`config.mk`:
```
export PLATFORM = sky130hd
export DESIGN_NAME = edt_char_mem
export DESIGN_NICKNAME = d
export VERILOG_FILES = /design/src/rtl/edt_pkg.sv /design/src/rtl/edt_char_mem.sv
export SDC_FILE = /design/constraint.sdc
export NUM_CORES = 1
export LEC_CHECK = 0
export BUFFER_PORTS_ARGS = -buffer_cell sky130_fd_sc_hd__clkbuf_2
export CORE_AREA = 2 2 228 230
export CTS_CLUSTER_SIZE = 16
export DETAILED_ROUTE_END_ITERATION = 16
export DIE_AREA = 0 0 230 232
export HOLD_SLACK_MARGIN = 0.03
export SYNTH_ARGS = -nofsm -noshare
export SYNTH_HDL_FRONTEND = slang
export SYNTH_SLANG_ARGS = --single-unit
```
`constraint.sdc`:
```
create_clock -name clk_i -period 3.34 [get_ports clk_i]
set_input_delay 0.167 -clock clk_i [delete_from_list [all_inputs] [get_ports clk_i]]
set_output_delay 0.167 -clock clk_i [all_outputs]
set_load 0.02 [all_outputs]
```
`src/rtl/edt_pkg.sv`:
```
// Shared types, constants and helpers for the edit distance block.
package edt_pkg;

  // Default maximum string length in characters.
  localparam int unsigned MaxLenDefault = 64;

  // Fixed field widths.
  localparam int unsigned CharW = 8;
  localparam int unsigned DistW = 7;
  localparam int unsigned DistMax = 127;

  // Command codes carried by func_i.
  typedef enum logic [1:0] {
    FUNC_SRC = 2'd0,
    FUNC_TGT = 2'd1,
    FUNC_CMP = 2'd2
  } func_e;

  // The four characters that one table cell compares.
  typedef struct packed {
    logic [CharW-1:0] s_cur;
    logic [CharW-1:0] s_prev;
    logic [CharW-1:0] t_cur;
    logic [CharW-1:0] t_prev;
  } char_win_t;

  // Row slot of row i-1 when row i sits in slot r (slots rotate modulo three).
  function automatic logic [1:0] row_prev(input logic [1:0] r);
    logic [1:0] res;
    case (r)
      2'd0:    res = 2'd2;
      2'd1:    res = 2'd0;
      2'd2:    res = 2'd1;
      default: res = 2'd0;
    endcase
    return res;
  endfunction

  // Row slot of row i+1, which is also the slot still holding row i-2.
  function automatic logic [1:0] row_next(input logic [1:0] r);
    logic [1:0] res;
    case (r)
      2'd0:    res = 2'd1;
      2'd1:    res = 2'd2;
      2'd2:    res = 2'd0;
      default: res = 2'd0;
    endcase
    return res;
  endfunction

endpackage

```
`src/rtl/edt_char_mem.sv`:
```
// Character store for one string: one write port, one registered read port.
module edt_char_mem import edt_pkg::*; #(
  parameter int unsigned MAX_LEN = MaxLenDefault,
  localparam int unsigned AW = $clog2(MAX_LEN)
) (
  input  logic             clk_i,
  input  logic             we_i,
  input  logic [AW-1:0]    waddr_i,
  input  logic [CharW-1:0] wdata_i,
  input  logic [AW-1:0]    raddr_i,
  output logic [CharW-1:0] rdata_o
);

  logic [CharW-1:0] mem_q [MAX_LEN];

  // Write on append.
  always_ff @(posedge clk_i) begin
    if (we_i) begin
      mem_q[waddr_i] <= wdata_i;
    end
  end

  // Registered read.
  always_ff @(posedge clk_i) begin
    rdata_o <= mem_q[raddr_i];
  end

endmodule

```
==> summary.md <==
| Metric | Value |
|---|---|
| Worst reg2reg path depth | 5 |
| Reg clk slew, reported paths | roughly 0.06 ns |
| Hold Path Class | input port to flip-flop |
| Min cycle time layout | 2.115 ns |
| Worst Hold Depth | 2 |
| Share of layout cells above drive strength 1 | 0.2881 |
| Vias per inst | 5.499 |
| Drt drc | 0 |
| Hold Startpoint | waddr_i[1] |
| Synth Net Count | ~960 |
| Worst-Skew Late Latency | 0.58 ns |
| RD Place Congestion | between 0.7 and 0.8 |
| Max clock buf depth | 3 |
| Total Wirelength | 45,930 um |
| Post-DP HPWL | 28,600 um |
| Area leader, netlist | edfxtp_1 |
| Setup repair bufs after CTS | 0 |
| Arrival @ worst endpoint | 2.58 ns |
| DRT Pass-1 Iters | 6 |
| Area Overhead vs Synth | 14.42% |
| Finished Layout Cells | 1,763 |
| Routed via count | 9,694 |
| Most common cell in the netlist | edfxtp_1 |
| Full die area | 53,360 um^2 |
| Area share of the largest cell type after synthesis | 0.7624 |
| First-pass GRT wire length | just under 70,000 um |
| Register-to-register setup slack | 1.31 ns |
| Max-Cap Viols | 0 |
| Core Area | 50,890 um^2 |
| Clk_skew | around 0.014 ns |
| Placed cells | around 1,700 |
| #FFs+latches synth | 520 |
| Peak VDD IR | 0.0003394 V |
| Total GRT Usage | 0.1755 |
| Initial antenna violation count | 2 |
| CTS sink cnt | 520 |
| Largest net degree at the start of global routing | between 60 and 70 |
| Site row count | 83 |
| Setup TNS | 0 ns |
| Final Setup Violations | 0 |
| GRT Residual Overflow | 0 |
| Place WS | about 0.62 ns |
| Final worst slack | 1.225 ns |
| Fill count | ~4,300 |
| Pwr/cell area | 590.6 nW/um^2 |
| CTS tree | built |
| ANT nets after route | 0 |
| Die height | around 230 um |
| Io pins | 30 |
| Synth top area cells | edfxtp_1 76%, mux4_2 14%, nor2_1 1.5% |
| Initial Utilization | 0.3963 |
| Slew at the pin with the worst max-slew slack | about 1.3 ns |
| Die W | between 200 and 250 um |
| Reg-to-Reg End | rdata_o[4]$_DFF_P_ |
| Post-CTS Hold Buffers | 0 |
| Drt wl/cell | about 26 um |
| Cell Chain, Critical Path | buf_4, buf_4, mux4_2, mux4_2, nor2_1, nor3_1, o2bb2ai_1 |
| CTS resizes | 0 |
| Final core utilization | 0.4535 |
| Data required time of the worst path | 3.81 ns |
| Number of synthesized flops with an enable pin | 512 |
| Antenna Cells | 0 |
| Mapped Cells | 940 |
| Cell area after synthesis | 20,170 um^2 |
| Max Slew Vio Count | 0 |
| Layout Nets | about 1,100 |
| DRT iter0 DRCs | approximately 1,000 |
| Maximum fanout along the worst path | 50 |
| CP bufs+invs | 2 |
| Hold worst-path end | mem_q[49][3]$_DFFE_PP_ |
| Post-synth top cells | 512 x edfxtp_1, 126 x mux4_2, 83 x nor2_1 |
| FFs w/ async S/R, synth | 0 |
| Critical path's top delay family | buffers and inverters |
| Status | complete, no violations |
| Fmax | around 470 MHz |
| Final Hold Fails | 0 |
| RSZ-0062 raised after global routing | no |
| Final Cycle Share | 0.6332 |
| Cell leakage power | 7.261 nW |
| Prevailing post-synth register cell | edfxtp_1 |
| Max stage delay cell, worst path | buf_4 |
| Worst setup path class | input port to flip-flop |
| CP startpoint kind | input port |
| IO Port Bufs | 29 |
| Max stage delay on crit path | 0.63 ns |
| Post-synthesis cell type count | 40 |
| Clk root buf | clkbuf_16 |
| Syn Area/Cell | 21.45 um^2 |
| Number of buffers created by CTS | 51 |
| Vias in the first global route | 9,907 |
| Relative slew slack | 0.1437 |
| Seq/Total Area, Yosys | 0.7703 |
| Crit. End Element | flip-flop |
| Yosys synthesis warning count | 0 |
| H-tree depth | 2 |
| RR Startpoint | mem_q[29][4]$_DFFE_PP_ |
-- power breakdown --
| part | switching, W | internal, W | total [W] | leakage [nW] |
|---|---|---|---|---|
| logic | 0.000425 | 0.000260 | 0.000686 | 1.78 |
| registers | 0.0000239 | 0.00722 | 0.00725 | 4.67 |
| clock network | 0.00235 | 0.00334 | 0.00570 | 0.810 |
| total | 0.00280 | 0.0108 | 0.0136 | 7.26 |
-- logic make-up after synthesis --
kind of cell / Yosys count / share of synthesized area
muxes: 162 / 0.1594
buffers and inverters: 51 / 0.01570
AOI/OAI and AO/OA: 54 / 0.02072
and+or+nand+nor: 153 / 0.03387
DFF: 520 / 0.7703
-- per-stage QoR --
| step | area [um^2] | hold WS [ns] | power (W) |
|---|---|---|---|
| 2_1_floorplan | 20170 | 0.2659 | 0.007772 |
| 3_3_place_gp | 21420 | 0.6387 | 0.008071 |
| 3_5_place_dp | 21420 | 0.6236 | 0.008083 |
| 4_1_cts | 23080 | 0.04967 | 0.01374 |
| 5_1_grt | 23080 | 0.09145 | 0.01402 |
| 6_report | 23080 | 0.07952 | 0.01363 |
-- state kept, by name, summed over array words and instances, names as in the netlist --
name and flops:
mem_q 512, rdata_o 8
-- area by class of cell --
class | count | area (um^2) | share of cell area
multi-input combinational | 369 | 4315 | 0.1870
clock buffer | 62 | 1360 | 0.05894
tap | 680 | 850.8 | 0.03687
timing repair buffer | 100 | 716.9 | 0.03107
sequential | 520 | 15530 | 0.6732
clock inverter | 32 | 297.8 | 0.01290
-- worst max-delay path by stage --
stage          startpoint                 end  slack (ns)  cells past startpoint
6_report       raddr_i[1]  rdata_o[2]$_DFF_P_        1.23                      7
4_1_cts        raddr_i[1]  rdata_o[2]$_DFF_P_        1.23                      7
3_3_place_gp   raddr_i[1]  rdata_o[2]$_DFF_P_        0.63                      7
3_5_place_dp   raddr_i[1]  rdata_o[2]$_DFF_P_        0.62                      7
5_1_grt        raddr_i[1]  rdata_o[2]$_DFF_P_        1.10                      7
2_1_floorplan  raddr_i[1]  rdata_o[3]$_DFF_P_        1.51                      7
-- placed cells by master, fill, tap and decap left out, types with 3 or more instances in the layout --
cell type / count
edfxtp_1: 512
nand2b_1: 7
clkinv_1: 14
o221ai_1: 8
mux2_2: 13
o2111ai_1: 3
mux4_2: 126
nor2_1: 83
a22oi_1: 3
a221oi_1: 6
a211oi_1: 4
nor2b_1: 14
a21oi_1: 3
nand2_1: 19
clkbuf_2: 26
nand3b_1: 3
clkbuf_1: 9
nor3_1: 7
mux2i_1: 23
dfxtp_1: 8
o22ai_1: 8
clkbuf_16: 53
o2bb2ai_1: 3
clkinv_2: 10
bufinv_16: 6
buf_4: 71
nand3_1: 13
-- layer usage --
metal | share of wire | vias up | global-route usage
met2 | 0.47 | 332 | 0.2769
met4 | 0.037 | 4 | 0.07339
li1 | - | 4136 | -
met1 | 0.43 | 5121 | 0.2407
met3 | 0.061 | 101 | 0.03352
met5 | 0.00028 | - | 0
Power figures use the tool's default switching activity.
