===== src/rtl/edt_pkg.sv =====
// Shared types, constants and helpers for the edit distance block.
package edt_pkg;

  // Default maximum string length in characters.
  localparam int unsigned MaxLenDefault = 64;

  // Fixed field widths.
  localparam int unsigned CharW = 8;
  localparam int unsigned DistW = 7;
  localparam int unsigned DistMax = 127;

  // Command codes carried by func_i.
  typedef enum logic [1:0] {
    FUNC_SRC = 2'd0,
    FUNC_TGT = 2'd1,
    FUNC_CMP = 2'd2
  } func_e;

  // The four characters that one table cell compares.
  typedef struct packed {
    logic [CharW-1:0] s_cur;
    logic [CharW-1:0] s_prev;
    logic [CharW-1:0] t_cur;
    logic [CharW-1:0] t_prev;
  } char_win_t;

  // Row slot of row i-1 when row i sits in slot r (slots rotate modulo three).
  function automatic logic [1:0] row_prev(input logic [1:0] r);
    logic [1:0] res;
    case (r)
      2'd0:    res = 2'd2;
      2'd1:    res = 2'd0;
      2'd2:    res = 2'd1;
      default: res = 2'd0;
    endcase
    return res;
  endfunction

  // Row slot of row i+1, which is also the slot still holding row i-2.
  function automatic logic [1:0] row_next(input logic [1:0] r);
    logic [1:0] res;
    case (r)
      2'd0:    res = 2'd1;
      2'd1:    res = 2'd2;
      2'd2:    res = 2'd0;
      default: res = 2'd0;
    endcase
    return res;
  endfunction

endpackage


===== src/rtl/edt_cell_unit.sv =====
// Shared cell unit: compares, adds and takes the minimum for one table cell.
module edt_cell_unit import edt_pkg::*; #(
  parameter int unsigned MAX_LEN = MaxLenDefault,
  localparam int unsigned LW = $clog2(MAX_LEN + 1),
  localparam int unsigned EW = LW + 2
) (
  input  logic [LW-1:0] up_i,
  input  logic [LW-1:0] left_i,
  input  logic [LW-1:0] diag_i,
  input  logic [LW-1:0] up2_i,
  input  char_win_t     chars_i,
  input  logic          trans_en_i,
  output logic [LW-1:0] cell_o
);

  logic [EW-1:0] del_w, ins_w, sub_w, trans_w, min_a, min_b;
  logic          cost_w, cross_a, cross_b;

  // Character compares.
  assign cost_w  = (chars_i.s_cur != chars_i.t_cur);
  assign cross_a = (chars_i.s_prev != chars_i.t_cur);
  assign cross_b = (chars_i.s_cur != chars_i.t_prev);

  // Candidate costs.
  assign del_w   = EW'(up_i) + EW'(1);
  assign ins_w   = EW'(left_i) + EW'(1);
  assign sub_w   = EW'(diag_i) + EW'(cost_w);
  assign trans_w = EW'(up2_i) + EW'(1) + EW'(cross_a) + EW'(cross_b);

  // Minimum; the result never exceeds the longer string length.
  always_comb begin
    min_a = (del_w < ins_w) ? del_w : ins_w;
    min_b = (sub_w < min_a) ? sub_w : min_a;
    if (trans_en_i && (trans_w < min_b)) begin
      min_b = trans_w;
    end
    cell_o = min_b[LW-1:0];
  end

endmodule


===== src/rtl/edt_seq.sv =====
// Sequencer that walks the distance table one cell per cycle within a row.
module edt_seq import edt_pkg::*; #(
  parameter int unsigned MAX_LEN = MaxLenDefault,
  localparam int unsigned LW  = $clog2(MAX_LEN + 1),
  localparam int unsigned AW  = $clog2(MAX_LEN),
  localparam int unsigned DAW = LW + 2
) (
  input  logic             clk_i,
  input  logic             rst_ni,
  input  logic             go_i,
  input  logic [LW-1:0]    src_len_i,
  input  logic [LW-1:0]    tgt_len_i,
  output logic [AW-1:0]    src_addr_o,
  input  logic [CharW-1:0] src_char_i,
  output logic [AW-1:0]    tgt_addr_o,
  input  logic [CharW-1:0] tgt_char_i,
  output logic             dp_we_o,
  output logic [DAW-1:0]   dp_waddr_o,
  output logic [LW-1:0]    dp_wdata_o,
  output logic [DAW-1:0]   dp_raddr_up_o,
  output logic [DAW-1:0]   dp_raddr_up2_o,
  input  logic [LW-1:0]    dp_up_i,
  input  logic [LW-1:0]    dp_up2_i,
  output logic             busy_o,
  output logic             fin_o,
  output logic [LW-1:0]    fin_dist_o
);

  typedef enum logic [4:0] {
    ST_IDLE  = 5'b00001,
    ST_INIT  = 5'b00010,
    ST_FETCH = 5'b00100,
    ST_ROW   = 5'b01000,
    ST_CELL  = 5'b10000
  } state_e;

  state_e state_q, state_d;

  logic [LW-1:0]    i_q, i_d, j_q, j_d;
  logic [1:0]       row_q, row_d;
  logic [CharW-1:0] s_cur_q, s_prev_q, t_prev_q;
  logic [LW-1:0]    left_q, diag_q, p1_q, p2_q;
  logic [LW-1:0]    cell_w, j_inc;
  logic             trans_en;
  char_win_t        chars_w;

  assign j_inc = j_q + LW'(1);

  // Characters for the current cell.
  assign chars_w.s_cur  = s_cur_q;
  assign chars_w.s_prev = s_prev_q;
  assign chars_w.t_cur  = tgt_char_i;
  assign chars_w.t_prev = t_prev_q;
  assign trans_en = (i_q > LW'(2)) && (j_q > LW'(2));

  edt_cell_unit #(
    .MAX_LEN (MAX_LEN)
  ) u_cell (
    .up_i       (dp_up_i),
    .left_i     (left_q),
    .diag_i     (diag_q),
    .up2_i      (p2_q),
    .chars_i    (chars_w),
    .trans_en_i (trans_en),
    .cell_o     (cell_w)
  );

  // Next state, counters and memory addressing.
  always_comb begin
    state_d        = state_q;
    i_d            = i_q;
    j_d            = j_q;
    row_d          = row_q;
    src_addr_o     = AW'(i_q - LW'(1));
    tgt_addr_o     = j_q[AW-1:0];
    dp_we_o        = 1'b0;
    dp_waddr_o     = {row_q, j_q};
    dp_wdata_o     = cell_w;
    dp_raddr_up_o  = {row_prev(row_q), j_inc};
    dp_raddr_up2_o = {row_next(row_q), j_inc};
    fin_o          = 1'b0;
    case (state_q)
      ST_IDLE: begin
        if (go_i) begin
          j_d     = '0;
          row_d   = 2'd0;
          state_d = ST_INIT;
        end
      end
      ST_INIT: begin
        dp_we_o    = 1'b1;
        dp_waddr_o = {2'd0, j_q};
        dp_wdata_o = j_q;
        if (j_q == tgt_len_i) begin
          i_d     = LW'(1);
          row_d   = 2'd1;
          state_d = ST_FETCH;
        end else begin
          j_d = j_inc;
        end
      end
      ST_FETCH: begin
        state_d = ST_ROW;
      end
      ST_ROW: begin
        // Column zero of row i, and prefetch of column one.
        dp_we_o        = 1'b1;
        dp_waddr_o     = {row_q, LW'(0)};
        dp_wdata_o     = i_q;
        tgt_addr_o     = '0;
        dp_raddr_up_o  = {row_prev(row_q), LW'(1)};
        dp_raddr_up2_o = {row_next(row_q), LW'(1)};
        j_d            = LW'(1);
        state_d        = ST_CELL;
      end
      ST_CELL: begin
        dp_we_o = 1'b1;
        if (j_q == tgt_len_i) begin
          if (i_q == src_len_i) begin
            fin_o   = 1'b1;
            state_d = ST_IDLE;
          end else begin
            i_d     = i_q + LW'(1);
            row_d   = row_next(row_q);
            state_d = ST_FETCH;
          end
        end else begin
          j_d = j_inc;
        end
      end
      default: begin
        state_d = ST_IDLE;
      end
    endcase
  end

  // Control registers.
  always_ff @(posedge clk_i or negedge rst_ni) begin
    if (!rst_ni) begin
      state_q <= ST_IDLE;
      i_q     <= '0;
      j_q     <= '0;
      row_q   <= 2'd0;
    end else begin
      state_q <= state_d;
      i_q     <= i_d;
      j_q     <= j_d;
      row_q   <= row_d;
    end
  end

  // Operand holding registers for the cell unit.
  always_ff @(posedge clk_i) begin
    if (state_q == ST_ROW) begin
      s_cur_q  <= src_char_i;
      s_prev_q <= s_cur_q;
      left_q   <= i_q;
      diag_q   <= i_q - LW'(1);
      p1_q     <= i_q - LW'(2);
    end else if (state_q == ST_CELL) begin
      left_q   <= cell_w;
      diag_q   <= dp_up_i;
      p2_q     <= p1_q;
      p1_q     <= dp_up2_i;
      t_prev_q <= tgt_char_i;
    end
  end

  assign busy_o     = (state_q != ST_IDLE);
  assign fin_dist_o = cell_w;

endmodule

===== config.mk =====
export PLATFORM = sky130hd
export DESIGN_NAME = edt_seq
export DESIGN_NICKNAME = d
export VERILOG_FILES = /design/src/rtl/edt_pkg.sv /design/src/rtl/edt_cell_unit.sv /design/src/rtl/edt_seq.sv
export SDC_FILE = /design/constraint.sdc
export NUM_CORES = 1
export LEC_CHECK = 0
export BUFFER_PORTS_ARGS = -buffer_cell sky130_fd_sc_hd__buf_2
export CORE_ASPECT_RATIO = 2
export CORE_MARGIN = 5
export CORE_UTILIZATION = 52
export DETAILED_ROUTE_END_ITERATION = 16
export PLACE_DENSITY = 0.85
export RECOVER_POWER = 25
export REMOVE_ABC_BUFFERS = 1
export SLEW_MARGIN = 40
export SYNTH_ARGS = -nofsm -noshare
export SYNTH_HDL_FRONTEND = slang
export SYNTH_HIERARCHICAL = 1
export SYNTH_SLANG_ARGS = --single-unit

===== constraint.sdc =====
create_clock -name clk_i -period 9.33 [get_ports clk_i]
set_input_delay 0.933 -clock clk_i [delete_from_list [all_inputs] [get_ports clk_i]]
set_output_delay 0.933 -clock clk_i [all_outputs]
set_load 0.01 [all_outputs]

==> flow_metrics.py <==
metrics = {
    "cells_and_area": {
        "final_design_area_no_fill_um2": 6400,
        "layout.nets": 769,
        "flow.area_growth_from_synthesis_pct": 14.8,
        "number_of_non_filler_instances_in_the_completed_layout": 831,
        "nFillCells": 881,
        "final_layout_size_suffix_gt1_share_pct": 20.5,
    },
    "route": {
        "drt-pass1-iter-count": 5,
        "route.detailed.drc": 0,
        "wirelength_um": 16300,
        "num_vias": 4976,
        "final_antenna_violating_net_count": 0,
        "wl_per_cell_um": 19.7,
        "drt_first_iter_violations": 233,
        "vias_per_cell": 5.99,
    },
    "setup_path": {
        "cp_common_cell": "ha_1",
        "endpoint_kind": "output port",
        "crit_type": "in -> out",
        "critPathMaxStageDelay_ns": 0.50,
        "timing.critical_path.buf_inv": 3,
        "critical_path_peak_fanout": 12,
        "cp-start-kind": "primary input",
        "crit_slowest_cell": "a211oi_4",
        "worstPathRequired_ns": 8.40,
        "critical_path_arrival_ns": 7.55,
        "crit_family": "compound AO/OA/AOI/OAI gates",
    },
    "clock_tree": {
        "cts_buffer_depth": 2,
        "cts.hold.buffers_added": 0,
        "cts.reportedPaths.clkPinSlew_ns": 0.06,
        "clock-sinks": 73,
        "clk_root_buffer_cell": "clkbuf_16",
        "tritoncts": "yes",
        "number_of_gates_given_a_new_drive_strength_after_cts": 0,
        "clkLatencyLatePin_ns": 0.33,
        "htreeDepth": 3,
        "cts_made_buffers": 9,
        "post-cts-setup-buffer-count": 0,
    },
    "run_status": {
        "outcome": "complete, no violations",
    },
    "yosys": {
        "synth_ff_type": "edfxtp_1",
        "post_synth_num_cell_types": 75,
        "ys_async_sr_fraction_pct": 28.8,
        "synth_seq_area_share_pct": 37.4,
        "synth_edf_count": 52,
        "synth.top_cells.by_area": "edfxtp_1 (28%), dfrtp_1 (9.0%), ha_1 (7.4%), nand2_1 (6.5%), xor2_1 (6.4%)",
        "synth.cells.most_frequent": "nand2_1 (96), edfxtp_1 (52), xor2_1 (41)",
        "netlist_instances": 606,
        "synth.most_common_cell": "nand2_1",
        "synth_top_area_share_pct": 28.0,
        "synthesis.yosys.warnings": 6,
        "synthesis.area_per_instance_um2": 9.20,
        "yosys_register_bits": 73,
        "synthesis.area_um2": 5580,
        "synth_largest_area_cell": "edfxtp_1",
    },
    "floorplan": {
        "floorplan.rows": 53,
        "fp.dieH_um": 156,
        "initial_standard_cell_utilization_of_the_core_pct": 52.9,
        "die_width_um": 83.2,
        "io_pins": 103,
        "floorplan.die_area_um2": 13000,
        "placeableCoreArea_um2": 10500,
    },
    "power": {
        "post-layout-total-power_uw": 1040,
        "ir_worst_vdd_uv": 197,
        "power_switching_uw": 345,
        "power_frac_seq_pct": 37.3,
        "pwr-share-comb_pct": 29.1,
        "power.static_leakage_uw": 0.00289,
        "switching_share_pct": 33.2,
        "cell_internal_pwr_uw": 692,
        "power_per_cell_area_nw_per_um2": 162,
        "pwr-share-clk_pct": 33.6,
    },
    "timing": {
        "worst_slew_pin_slew_ns": 1.23,
        "rsz0062_at_grt": "false",
        "final_period_minus_worst_setup_slack_ns": 8.48,
        "final_max_slew_viol_count": 0,
        "timing.fmax_mhz": 118,
        "totalNegativeSetupSlack_ns": 0,
        "slew_headroom_pct": 18.3,
        "setup_viol": 0,
        "hold_viol_final": 0,
        "layout_worst_path_cycle_share_pct": 90.9,
        "finClkSkew_ns": 0.00437,
    },
    "job": {
        "max_cap_viol_count": 0,
    },
    "placement": {
        "buffer_ports.inserted": 102,
        "dp_hpwl_um": 12700,
        "post-place-cells": 814,
        "place_congestion": 0.986,
        "place_area_um2": 6100,
    },
    "global_routing": {
        "grt_usage_pct": 24.9,
        "grt_pass1_vias": 5129,
        "grt_first_pass_wirelength_um": 25600,
        "antenna_found_initial": 0,
        "grt_max_degree": 47,
        "grt-ovfl-total": 0,
    },
    "worst_hold_path": {
        "worstHoldPathType": "reg -> reg",
    },
}
-- through the flow --
step / hold WS [ns] / setup WS, ns / utilization (%)
finish: 0.416 / 0.850 / 60.7
global route: 0.423 / 0.484 / 60.7
CTS: 0.419 / 0.736 / 60.7
detailed placement: 0.408 / 0.755 / 57.9
global placement: 0.402 / 1.08 / 57.9
floorplan: 0.400 / 1.94 / -
-- sequential cells by signal (all words and copies together) (netlist names) --
register	count
s_cur_q	8
j_q	7
s_prev_q	8
diag_q	7
left_q	7
p1_q	7
state_q	5
row_q	2
t_prev_q	8
i_q	7
p2_q	7
-- kinds of logic (layout without fill, tap and decap cells) --
logic type | after synthesis | after routing | synth area share (%)
AOI/OAI and AO/OA | 115 | 115 | 14.9
xor gates and xnor gates | 69 | 69 | 10.8
adders and majority gates | 34 | 34 | 7.76
buffers and inverters | 71 | 158 | 5.65
DFF | 73 | 73 | 37.4
muxes | 17 | 17 | 3.21
other | 0 | 1 | 0
and+or+nand+nor | 227 | 227 | 20.2
-- worst register-to-register path, delay by kind of cell, from the launching register on --
kind,cells,cell delay [ns]
compound gates,13,3.08
fa+ha+maj,4,1.23
simple gates,8,0.96
mux,2,0.73
flops,1,0.52
xor+xnor,1,0.47
-- power by group through the flow --
stage,clock [µW],combinational [µW],sequential (µW)
2_1_floorplan,0,186,384
3_3_place_gp,0,288,391
3_5_place_dp,0,299,392
4_1_cts,349,302,386
5_1_grt,366,328,389
6_report,349,302,387
-- layout by cell type (no fill, tap or decap), types with 9 or more instances in the layout --
master     netlist  final
inv_1           37     37
edfxtp_1        52     52
xnor2_1         28     28
o21a_1          11     11
mux2i_1         13     13
nor2_1          33     33
buf_2            8     93
a21oi_1         18     18
and2_1          13     13
dfrtp_1         20     20
clkbuf_1        16      9
nor3_1          12     12
ha_1            33     33
clkbuf_16        0      9
xor2_1          41     41
nand2_1         96     95
nand3_1         20     20
o21ai_0         30     30
-- worst paths after layout --
check / start / end / slack [ns] / depth (start not counted)
setup / recovery: dp_up_i[0] / dp_wdata_o[4] / 0.85 / 30
hold / removal: p1_q[6]$_DFFE_PP_ / p2_q[6]$_DFFE_PP_ / 0.42 / 0
setup reg to reg: left_q[0]$_DFFE_PP_ / left_q[4]$_DFFE_PP_ / 2.21 / 28
hold reg to reg: p1_q[6]$_DFFE_PP_ / p2_q[6]$_DFFE_PP_ / 0.42 / 0
max in group asynchronous: rst_ni / j_q[2]$_DFFE_PN0P_ / 7.76 / 1
min in group asynchronous: rst_ni / i_q[4]$_DFFE_PN0P_ / 0.84 / 1
-- routing by layer --
layer / GRT usage [%] / routed length, µm / part of all wire, % / vias up
li1: - / - / - / 2296
met1: 24.4 / 5450 / 33 / 2366
met2: 47.1 / 8820 / 54 / 240
met3: 3.27 / 907 / 5.5 / 74
met4: 17.9 / 1160 / 7.1 / 0
met5: 0 / 0 / 0 / -
-- cell type report --
type / instances / area [µm²] / area share (%)
diodes: 1 / 2.50 / 0.0391
multi-input cells: 462 / 3180 / 49.7
well taps: 137 / 171 / 2.68
inverters: 37 / 139 / 2.17
clock buffers: 9 / 225 / 3.52
repair buffers: 105 / 522 / 8.15
flip-flops and latches: 73 / 2090 / 32.6
clock inverters: 7 / 75.1 / 1.17
Note: power is estimated with default switching activity, not from simulation.
